===== src/hw/rtl/ipt_pkg.sv =====
package ipt_pkg;

	// default capacity of the frame table
	localparam int MAX_FRAMES_DEF = 32;

	// field widths
	localparam int PAGE_W   = 16;
	localparam int LADDR_W  = 16;
	localparam int FRAME_W  = 6;
	localparam int PSIZE_W  = 13;
	localparam int FCOUNT_W = 6;
	localparam int BASE_W   = 16;
	localparam int PADDR_W  = 32;
	localparam int STATUS_W = 2;
	localparam int CFG_W    = 16;
	localparam int CFG_IDX_W = 2;

	// register reset values
	localparam logic [PSIZE_W-1:0]  PSIZE_RST  = PSIZE_W'(256);
	localparam logic [FCOUNT_W-1:0] FCOUNT_RST = FCOUNT_W'(32);
	localparam logic [BASE_W-1:0]   BASE_RST   = '0;

	// register indexes
	localparam logic [CFG_IDX_W-1:0] CFG_PAGE_SIZE    = 2'd0;
	localparam logic [CFG_IDX_W-1:0] CFG_FRAME_COUNT  = 2'd1;
	localparam logic [CFG_IDX_W-1:0] CFG_BASE_ADDRESS = 2'd2;

	// operation codes
	localparam logic OP_STORE     = 1'b0;
	localparam logic OP_TRANSLATE = 1'b1;

	// result status codes
	localparam logic [STATUS_W-1:0] STATUS_OK         = 2'd0;
	localparam logic [STATUS_W-1:0] STATUS_BAD_FRAME  = 2'd1;
	localparam logic [STATUS_W-1:0] STATUS_NOT_MAPPED = 2'd2;

	// divider handshake
	typedef struct packed {
		logic start;
	} div_ctl_t;

	typedef struct packed {
		logic busy;
		logic done;
	} div_sts_t;

endpackage


===== src/hw/rtl/ipt_if.sv =====
interface ipt_in_if;
	logic                           valid;
	logic                           ready;
	logic                           operation;
	logic [ipt_pkg::FRAME_W-1:0]    frame_number;
	logic [ipt_pkg::PAGE_W-1:0]     page_number;
	logic [ipt_pkg::LADDR_W-1:0]    logical_address;

	modport source (output valid, output operation, output frame_number,
		output page_number, output logical_address, input ready);
	modport sink (input valid, input operation, input frame_number,
		input page_number, input logical_address, output ready);
endinterface

interface ipt_out_if;
	logic                           valid;
	logic                           ready;
	logic [ipt_pkg::PADDR_W-1:0]    physical_address;
	logic [ipt_pkg::STATUS_W-1:0]   status;

	modport source (output valid, output physical_address, output status, input ready);
	modport sink (input valid, input physical_address, input status, output ready);
endinterface


===== src/hw/rtl/ipt_ram.sv =====
module ipt_ram #(
	parameter int WIDTH = 16,
	parameter int DEPTH = 32
) (
	input  logic                     clk,
	input  logic                     we,
	input  logic [$clog2(DEPTH)-1:0] waddr,
	input  logic [WIDTH-1:0]         wdata,
	input  logic [$clog2(DEPTH)-1:0] raddr,
	output logic [WIDTH-1:0]         rdata
);

	logic [WIDTH-1:0] mem_q [DEPTH];

	// one write port, one registered read port
	always_ff @(posedge clk) begin
		if (we) begin
			mem_q[waddr] <= wdata;
		end
		rdata <= mem_q[raddr];
	end

endmodule


===== src/hw/rtl/ipt_div.sv =====
module ipt_div (
	input  logic                         clk,
	input  logic                         arst_n,
	input  ipt_pkg::div_ctl_t            ctl,
	input  logic [ipt_pkg::LADDR_W-1:0]  dividend,
	input  logic [ipt_pkg::PSIZE_W-1:0]  divisor,
	output ipt_pkg::div_sts_t            sts,
	output logic [ipt_pkg::LADDR_W-1:0]  quotient,
	output logic [ipt_pkg::PSIZE_W-1:0]  remainder
);
	import ipt_pkg::*;

	localparam int CNT_W = $clog2(LADDR_W);

	logic [LADDR_W-1:0] quo_q;
	logic [PSIZE_W-1:0] rem_q;
	logic [PSIZE_W-1:0] dsr_q;
	logic [CNT_W-1:0]   cnt_q;
	logic               busy_q;
	logic               done_q;
	logic [PSIZE_W:0]   trial;
	logic               fits;
	logic [PSIZE_W:0]   diff;

	// one quotient bit per cycle, restoring
	assign trial = {rem_q, quo_q[LADDR_W-1]};
	assign fits  = trial >= {1'b0, dsr_q};
	assign diff  = trial - {1'b0, dsr_q};

	always_ff @(posedge clk or negedge arst_n) begin
		if (!arst_n) begin
			busy_q <= 1'b0;
			done_q <= 1'b0;
			cnt_q  <= '0;
		end else begin
			done_q <= 1'b0;
			if (ctl.start) begin
				busy_q <= 1'b1;
				cnt_q  <= '0;
			end else if (busy_q) begin
				cnt_q <= cnt_q + 1'b1;
				if (cnt_q == CNT_W'(LADDR_W - 1)) begin
					busy_q <= 1'b0;
					done_q <= 1'b1;
				end
			end
		end
	end

	// datapath, a zero divisor acts as one
	always_ff @(posedge clk) begin
		if (ctl.start) begin
			quo_q <= dividend;
			rem_q <= '0;
			dsr_q <= (divisor == '0) ? PSIZE_W'(1) : divisor;
		end else if (busy_q) begin
			quo_q <= {quo_q[LADDR_W-2:0], fits};
			rem_q <= fits ? diff[PSIZE_W-1:0] : trial[PSIZE_W-1:0];
		end
	end

	assign sts.busy  = busy_q;
	assign sts.done  = done_q;
	assign quotient  = quo_q;
	assign remainder = rem_q;

endmodule


===== src/hw/rtl/inverted_page_table_translator.sv =====
// inverted page table translator
// in_ch carries one transaction per operation: a store places page_number
// into frame frame_number, a translate looks up logical_address. out_ch
// returns exactly one transaction per input, in order, with
// physical_address and status (ok, bad frame on store, page not mapped).
// the cfg port writes page_size, frame_count and base_address; the user
// must do so only while idle, the block itself does not enforce it.
// the block handles one operation at a time: in_ch.ready is high only
// when no operation is at work. a store passes from accept through
// S_DONE into the output register. a translate runs logical_address
// through the bit-serial divider, scans the frames in use through the
// page table ram, whose read is registered, until a hit, and on a hit
// does a multiply and an add. in either case the next input can be
// taken as soon as the result is offered.
// if out_ch stalls, the result waits in the output register while the
// next operation is taken and worked; that one holds in S_DONE and no
// further input is taken until the register frees.
// reset clears all frame valid bits and restores the register defaults;
// no clearing pass is needed, the page ram is read only behind valid.
module inverted_page_table_translator #(
	parameter int MAX_FRAMES = ipt_pkg::MAX_FRAMES_DEF
) (
	input  logic                          clk,
	input  logic                          arst_n,
	ipt_in_if.sink                        in_ch,
	ipt_out_if.source                     out_ch,
	input  logic                          cfg_we,
	input  logic [ipt_pkg::CFG_IDX_W-1:0] cfg_index,
	input  logic [ipt_pkg::CFG_W-1:0]     cfg_data
);
	import ipt_pkg::*;

	localparam int FW   = $clog2(MAX_FRAMES);
	localparam int CNTW = (FW + 1 > FCOUNT_W) ? FW + 1 : FCOUNT_W;
	localparam int PRW  = FW + PSIZE_W;

	typedef enum logic [6:0] {
		S_IDLE   = 7'b0000001,
		S_START  = 7'b0000010,
		S_DIV    = 7'b0000100,
		S_SEARCH = 7'b0001000,
		S_MUL    = 7'b0010000,
		S_ADD    = 7'b0100000,
		S_DONE   = 7'b1000000
	} state_t;

	state_t state_q;

	logic [PSIZE_W-1:0]  page_size_q;
	logic [FCOUNT_W-1:0] frame_count_q;
	logic [BASE_W-1:0]   base_q;

	logic [MAX_FRAMES-1:0] valid_q;
	logic [CNTW-1:0]       count;
	logic [CNTW-1:0]       fc_ext;
	logic [CNTW-1:0]       frame_ext;
	logic                  accept;
	logic                  store_ok;

	logic [LADDR_W-1:0]  laddr_q;
	logic [CNTW-1:0]     addr_q;
	logic [FW-1:0]       idx_s1;
	logic                pend_s1;
	logic [FW-1:0]       hit_q;
	logic [PRW-1:0]      prod_q;
	logic [PSIZE_W-1:0]  eff_ps;
	logic                hit;

	logic [PADDR_W-1:0]  res_addr_q;
	logic [STATUS_W-1:0] res_status_q;
	logic                out_valid_q;
	logic [PADDR_W-1:0]  out_addr_q;
	logic [STATUS_W-1:0] out_status_q;

	logic [PAGE_W-1:0]   rd_data;
	div_ctl_t            div_ctl;
	div_sts_t            div_sts;
	logic [LADDR_W-1:0]  pno;
	logic [PSIZE_W-1:0]  off;

	// configuration registers
	always_ff @(posedge clk or negedge arst_n) begin
		if (!arst_n) begin
			page_size_q   <= PSIZE_RST;
			frame_count_q <= FCOUNT_RST;
			base_q        <= BASE_RST;
		end else if (cfg_we) begin
			case (cfg_index)
				CFG_PAGE_SIZE:    page_size_q   <= cfg_data[PSIZE_W-1:0];
				CFG_FRAME_COUNT:  frame_count_q <= cfg_data[FCOUNT_W-1:0];
				CFG_BASE_ADDRESS: base_q        <= cfg_data[BASE_W-1:0];
				default: ;
			endcase
		end
	end

	// frames in use, capped at capacity
	assign fc_ext    = CNTW'(frame_count_q);
	assign count     = (fc_ext > CNTW'(MAX_FRAMES)) ? CNTW'(MAX_FRAMES) : fc_ext;
	assign frame_ext = CNTW'(in_ch.frame_number);
	assign eff_ps    = (page_size_q == '0) ? PSIZE_W'(1) : page_size_q;

	assign in_ch.ready = (state_q == S_IDLE);
	assign accept      = in_ch.valid && in_ch.ready;
	assign store_ok    = accept && (in_ch.operation == OP_STORE) && (frame_ext < count);

	// page table ram
	ipt_ram #(
		.WIDTH(PAGE_W),
		.DEPTH(MAX_FRAMES)
	) u_ram (
		.clk  (clk),
		.we   (store_ok),
		.waddr(frame_ext[FW-1:0]),
		.wdata(in_ch.page_number),
		.raddr(addr_q[FW-1:0]),
		.rdata(rd_data)
	);

	// address split
	assign div_ctl.start = (state_q == S_START);

	ipt_div u_div (
		.clk      (clk),
		.arst_n   (arst_n),
		.ctl      (div_ctl),
		.dividend (laddr_q),
		.divisor  (page_size_q),
		.sts      (div_sts),
		.quotient (pno),
		.remainder(off)
	);

	// compare the entry read last cycle
	assign hit = pend_s1 && valid_q[idx_s1] && (rd_data == pno);

	// frame valid bits
	always_ff @(posedge clk or negedge arst_n) begin
		if (!arst_n) begin
			valid_q <= '0;
		end else if (store_ok) begin
			valid_q[frame_ext[FW-1:0]] <= 1'b1;
		end
	end

	// sequencer
	always_ff @(posedge clk or negedge arst_n) begin
		if (!arst_n) begin
			state_q <= S_IDLE;
			pend_s1 <= 1'b0;
			addr_q  <= '0;
		end else begin
			case (state_q)
				S_IDLE: begin
					if (accept) begin
						state_q <= (in_ch.operation == OP_TRANSLATE) ? S_START : S_DONE;
					end
				end
				S_START: begin
					state_q <= S_DIV;
				end
				S_DIV: begin
					if (div_sts.done) begin
						state_q <= S_SEARCH;
						addr_q  <= '0;
						pend_s1 <= 1'b0;
					end
				end
				S_SEARCH: begin
					if (hit) begin
						pend_s1 <= 1'b0;
						state_q <= S_MUL;
					end else if (addr_q < count) begin
						pend_s1 <= 1'b1;
						addr_q  <= addr_q + 1'b1;
					end else begin
						pend_s1 <= 1'b0;
						state_q <= S_DONE;
					end
				end
				S_MUL: begin
					state_q <= S_ADD;
				end
				S_ADD: begin
					state_q <= S_DONE;
				end
				S_DONE: begin
					if (!out_valid_q || out_ch.ready) begin
						state_q <= S_IDLE;
					end
				end
				default: begin
					state_q <= S_IDLE;
				end
			endcase
		end
	end

	// datapath registers
	always_ff @(posedge clk) begin
		if (accept) begin
			laddr_q      <= in_ch.logical_address;
			res_addr_q   <= '0;
			res_status_q <= (in_ch.operation == OP_STORE && !(frame_ext < count)) ?
				STATUS_BAD_FRAME : STATUS_OK;
		end
		if (state_q == S_SEARCH) begin
			idx_s1 <= addr_q[FW-1:0];
			if (hit) begin
				hit_q <= idx_s1;
			end else if (!(addr_q < count)) begin
				res_status_q <= STATUS_NOT_MAPPED;
			end
		end
		if (state_q == S_MUL) begin
			prod_q <= PRW'(hit_q) * PRW'(eff_ps);
		end
		if (state_q == S_ADD) begin
			res_addr_q <= PADDR_W'(base_q) + PADDR_W'(prod_q) + PADDR_W'(off);
		end
	end

	// output register
	always_ff @(posedge clk or negedge arst_n) begin
		if (!arst_n) begin
			out_valid_q <= 1'b0;
		end else if (state_q == S_DONE && (!out_valid_q || out_ch.ready)) begin
			out_valid_q <= 1'b1;
		end else if (out_ch.ready) begin
			out_valid_q <= 1'b0;
		end
	end

	always_ff @(posedge clk) begin
		if (state_q == S_DONE && (!out_valid_q || out_ch.ready)) begin
			out_addr_q   <= res_addr_q;
			out_status_q <= res_status_q;
		end
	end

	assign out_ch.valid            = out_valid_q;
	assign out_ch.physical_address = out_addr_q;
	assign out_ch.status           = out_status_q;

endmodule


===== src/flat_wrapper.sv =====
// flat-port wrapper written by rule: the top's interface ports become plain ports
module inverted_page_table_translator_flat import ipt_pkg::*;
#(
	parameter int MAX_FRAMES = ipt_pkg::MAX_FRAMES_DEF
)
  (clk, arst_n, cfg_we, cfg_index, cfg_data, in_ch_valid, in_ch_operation, in_ch_frame_number, in_ch_page_number, in_ch_logical_address, in_ch_ready, out_ch_valid, out_ch_physical_address, out_ch_status, out_ch_ready);
  ipt_in_if in_ch_i ();
  ipt_out_if out_ch_i ();
  input  logic clk;
  input  logic arst_n;
  input  logic cfg_we;
  input  logic [ipt_pkg::CFG_IDX_W-1:0] cfg_index;
  input  logic [ipt_pkg::CFG_W-1:0] cfg_data;
  input wire logic [$bits(in_ch_i.valid)-1:0] in_ch_valid;
  input wire logic [$bits(in_ch_i.operation)-1:0] in_ch_operation;
  input wire logic [$bits(in_ch_i.frame_number)-1:0] in_ch_frame_number;
  input wire logic [$bits(in_ch_i.page_number)-1:0] in_ch_page_number;
  input wire logic [$bits(in_ch_i.logical_address)-1:0] in_ch_logical_address;
  output wire logic [$bits(in_ch_i.ready)-1:0] in_ch_ready;
  output wire logic [$bits(out_ch_i.valid)-1:0] out_ch_valid;
  output wire logic [$bits(out_ch_i.physical_address)-1:0] out_ch_physical_address;
  output wire logic [$bits(out_ch_i.status)-1:0] out_ch_status;
  input wire logic [$bits(out_ch_i.ready)-1:0] out_ch_ready;
  assign in_ch_i.valid = in_ch_valid;
  assign in_ch_i.operation = in_ch_operation;
  assign in_ch_i.frame_number = in_ch_frame_number;
  assign in_ch_i.page_number = in_ch_page_number;
  assign in_ch_i.logical_address = in_ch_logical_address;
  assign in_ch_ready = in_ch_i.ready;
  assign out_ch_valid = out_ch_i.valid;
  assign out_ch_physical_address = out_ch_i.physical_address;
  assign out_ch_status = out_ch_i.status;
  assign out_ch_i.ready = out_ch_ready;
  inverted_page_table_translator #(.MAX_FRAMES(MAX_FRAMES)) u_core (.clk(clk), .arst_n(arst_n), .in_ch(in_ch_i), .out_ch(out_ch_i), .cfg_we(cfg_we), .cfg_index(cfg_index), .cfg_data(cfg_data));
endmodule

===== config.mk =====
export PLATFORM = sky130hd
export DESIGN_NAME = inverted_page_table_translator_flat
export DESIGN_NICKNAME = d
export VERILOG_FILES = /design/src/hw/rtl/ipt_pkg.sv /design/src/hw/rtl/ipt_if.sv /design/src/hw/rtl/ipt_ram.sv /design/src/hw/rtl/ipt_div.sv /design/src/hw/rtl/inverted_page_table_translator.sv /design/src/flat_wrapper.sv
export SDC_FILE = /design/constraint.sdc
export NUM_CORES = 1
export LEC_CHECK = 0
export ABC_AREA = 1
export CELL_PAD_IN_SITES_DETAIL_PLACEMENT = 1
export CELL_PAD_IN_SITES_GLOBAL_PLACEMENT = 1
export CORE_UTILIZATION = 25
export DETAILED_ROUTE_END_ITERATION = 16
export DONT_BUFFER_PORTS = 1
export PLACE_DENSITY_LB_ADDON = 0.1
export RECOVER_POWER = 25
export SLEW_MARGIN = 0
export SYNTH_ARGS = -nofsm -noshare
export SYNTH_HDL_FRONTEND = slang
export SYNTH_SLANG_ARGS = --single-unit

===== constraint.sdc =====
create_clock -name clk -period 4.35 [get_ports clk]
set_clock_uncertainty 0.1 [all_clocks]
set_input_delay 0.435 -clock clk [delete_from_list [all_inputs] [get_ports clk]]
set_output_delay 0.435 -clock clk [all_outputs]
set_load 0.005 [all_outputs]

==> metrics.md <==
| Metric | Value |
|---|---|
| Status | `finished with violations` |
| Failing checks | `max-capacitance violations, max-slew violations` |
| FFs w/ async S/R, synth | `11.83%` |
| Internal power | `14060 µW` |
| Wire length of the first global-routing pass | `158700 µm` |
| Reg power frac | `43.4%` |
| Sequential area share after synthesis | `65.31%` |
| Share of the synthesized area in the top cell type | `56.76%` |
| Max Freq | `242.1 MHz` |
| Layout cell share with drive strength beyond 1 | `10.17%` |
| Largest net degree at the start of global routing | `97` |
| Fin crit period | `4130 ps` |
| Startpoint class of the critical path | `register` |
| DRT Pass-1 Iters | `4` |
| Area leader, netlist | `edfxtp_1` |
| Post-layout util | `29.90%` |
| Post-DP HPWL | `67800 µm` |
| Initial DRC count | `1222` |
| Post-Synthesis Cells | `2922` |
| Die Height | `365.7 µm` |
| Hold path startpoint | `in_ch_frame_number[1]` |
| R2r startpoint | `u_core.hit_q[4]` |
| Psw | `5967 µW` |
| Hold Worst Slack | `108.4 ps` |
| Final Wtd Congestion | `0.7723` |
| CP arrival | `4470 ps` |
| Root Buffer | `clkbuf_16` |
| Number of flops mapped to enable cells by yosys | `625` |
| DR vias | `22240` |
| Worst R2R Path Depth | `15` |
| Hold WC Path Type | `in -> reg` |
| CTS tree | `built` |
| Routed WL per cell | `22.07 µm` |
| DIE AREA | `0.1337 mm²` |
| Worst setup EP type | `register` |
| Worst reg-to-reg setup slack | `220 ps` |
| Core Region | `0.1313 mm²` |
| Worst skew pair latency | `720 ps` |
| Routed wire length | `107300 µm` |
| R2r endpoint | `u_core.prod_q[13]` |
| Worst slew pin tran | `1733 ps` |
| Switching Share | `29.79%` |
| Ys flop type | `edfxtp_1` |
| Die X-Extent | `365.7 µm` |
| WHS Path Cells | `3` |
| Final net count | `3211` |
| Setup ws final | `220.2 ps` |
| Post-synthesis cell area | `0.03306 mm²` |
| Fin. Hold Viols | `0` |
| RSZ-0062 raised after global routing | `true` |
| Placed inst area | `0.03546 mm²` |
| Worst slack, placed | `-299.8 ps` |
| Drt drc | `0` |
| Number of antenna violations at the first check in global routing | `7` |
| IO Count | `98` |
| WP data required | `4690 ps` |
| FP Rows | `133` |
| Clock share of power | `37.4%` |
| IO buf count | `0` |
| Sink Count | `744` |
| Clock Pin Slew Worst Setup and Hold Paths | `60 ps` |
| Most frequent cells in the layout | `625 x edfxtp_1, 403 x nand2_1, 368 x o21ai_0` |
| Total grt overflow | `0` |
| # fillers | `14400` |
| Total CTS buffers | `91` |
| Slew headroom | `-15.51%` |
| Synth warn | `0` |
| Tcrit/Tclk final | `94.94%` |
| Total track usage | `16.16%` |
| Vias in the first global route | `23880` |
| Hold worst-path end | `u_core.valid_q[31]` |
| PD cells | `510.2 mW/mm²` |
| P_leak | `0.01496 µW` |
| Most common cell after layout, fill and taps aside | `edfxtp_1` |
| Yosys reg bits | `744` |
| Synth cell types | `51` |
| Crit-path max FO | `8` |
| Htree depth | `3` |
| Layout area overhead | `18.72%` |
| Starting Density | `25.18%` |
| Max Cap Viol | `9` |
| Post-DRT Antenna Nets | `0` |
| Logic gate share of total power | `19.2%` |
| Avg Inst Size Synth | `11.32 µm²` |
| Final setup vio count | `0` |
| Max Slew Vio Count | `296` |
| VDD IR max | `358.6 µV` |
| Ranking of synthesized cells by area | `edfxtp_1 57%, dfrtp_1 6.4%, o21ai_0 5.6%` |
| CTS Buffer Depth | `3` |
| Via density | `4.574` |
| Fin area | `0.03925 mm²` |
| Worst setup path category | `reg -> reg` |
==> metrics by stage <==
step | setup TNS (ps) | instances | power, µW
2_1_floorplan | 0 | 2934 | 11290
3_3_place_gp | -2648 | 4612 | 12480
3_5_place_dp | -1505 | 4612 | 12530
4_1_cts | 0 | 4855 | 20370
5_1_grt | -38.07 | 4863 | 21190
6_report | 0 | 4863 | 20030
==> cells in the mapped netlist, types with 15 or more instances <==
cell	number
o22ai_1	135
nand3_1	70
dfrtp_1	85
nand2_1	406
buf_4	15
edfxtp_1	625
inv_1	258
xor2_1	19
o21ai_0	370
ha_1	70
fa_1	48
a21oi_1	87
nand4_1	16
dfxtp_1	31
nor2_1	381
o21ai_1	19
o221ai_1	29
buf_2	30
clkbuf_1	114
==> power by group through the flow <==
stage / registers (µW) / clock network (µW) / logic (µW)
after floorplan: 8660 / 0 / 2630
after global placement: 8840 / 0 / 3640
after detailed placement: 8850 / 0 / 3680
after CTS: 8700 / 7760 / 3910
after global routing: 8750 / 8000 / 4450
final: 8700 / 7490 / 3840
==> kinds of logic (layout without fill, tap and decap cells) <==
| group | count (synthesis) | after routing | share of synthesized area (%) |
|---|---|---|---|
| DFF | 744 | 744 | 65.31 |
| adders and majority gates | 118 | 118 | 5.555 |
| other | 1 | 14 | 0.01134 |
| buffers and inverters | 435 | 608 | 5.325 |
| muxes | 3 | 3 | 0.1022 |
| AOI/OAI and AO/OA | 672 | 672 | 11.24 |
| and+or+nand+nor | 916 | 916 | 11.58 |
| xor gates and xnor gates | 33 | 33 | 0.8742 |
==> registers in the layout (all words and copies together), names as in the netlist, 7 cells and up <==
signal and cells:
u_core.u_div.remainder 13, u_core.laddr_q 16, u_core.res_addr_q 19, u_core.page_size_q 13, u_core.out_ch.physical_address 19, u_core.u_div.dsr_q 13, u_core.base_q 16, u_core.u_ram.rdata 16
u_core.u_div.quotient 16, u_core.valid_q 32, u_core.state_q 7, u_core.u_ram.mem_q 512, u_core.prod_q 18
==> per-layer routing <==
layer | vias to the layer above | routed length (µm) | share of wire, % | GRT usage [%]
met5 | - | 27 | 0.025 | 0
met2 | 298 | 50790 | 47 | 26.77
li1 | 10410 | - | - | -
met1 | 11400 | 49780 | 46 | 21.37
met4 | 4 | 3050 | 2.8 | 5.013
met3 | 132 | 3661 | 3.4 | 2.875
==> timing repair <==
item                                    4_1_cts  5_1_grt
hold buffers                                 74        0
gates cloned                                  0        0
setup buffers                                 0        7
endpoints found under the hold margin       680        0
endpoints found under the setup margin        9        8
pin swaps                                     2        9
resized for setup                             5       16
==> how the worst max path moves through the flow <==
stage                          startpoint                 to  slack, ps  cells after the start
finish                    u_core.hit_q[4]  u_core.prod_q[13]        220                     15
global route              u_core.hit_q[4]  u_core.prod_q[15]        -40                     16
CTS                 u_core.page_size_q[6]  u_core.prod_q[15]         30                     18
detailed placement  u_core.page_size_q[7]  u_core.prod_q[11]       -300                     16
global placement    u_core.page_size_q[7]  u_core.prod_q[17]       -440                     17
floorplan           u_core.page_size_q[3]  u_core.prod_q[17]        130                     17
==> area by class of cell <==
| type | instances | area (µm²) | share of cell area (%) |
|---|---|---|---|
| timing repair buffer | 174 | 1570 | 4.001 |
| sequential | 744 | 21600 | 55.04 |
| clock buffer | 124 | 2442 | 6.222 |
| clock inverter | 45 | 504.2 | 1.285 |
| antenna | 1 | 2.502 | 0.006375 |
| inverter | 265 | 1005 | 2.560 |
| multi-input combinational | 1755 | 9928 | 25.29 |
| tap | 1755 | 2196 | 5.594 |
==> worst max-delay path, stage by stage (launching register included) <==
cell and delay, ps:
edfxtp_1 520, buf_4 220, nand2_1 60, inv_1 50, fa_1 510, fa_1 550
inv_1 60, fa_1 530, inv_1 40, ha_1 380, nand2_1 130, inv_1 50
a21oi_1 230, nand3_2 150, buf_4 160, xor2_1 130
No activity file was read; power rests on OpenSTA's default activity.
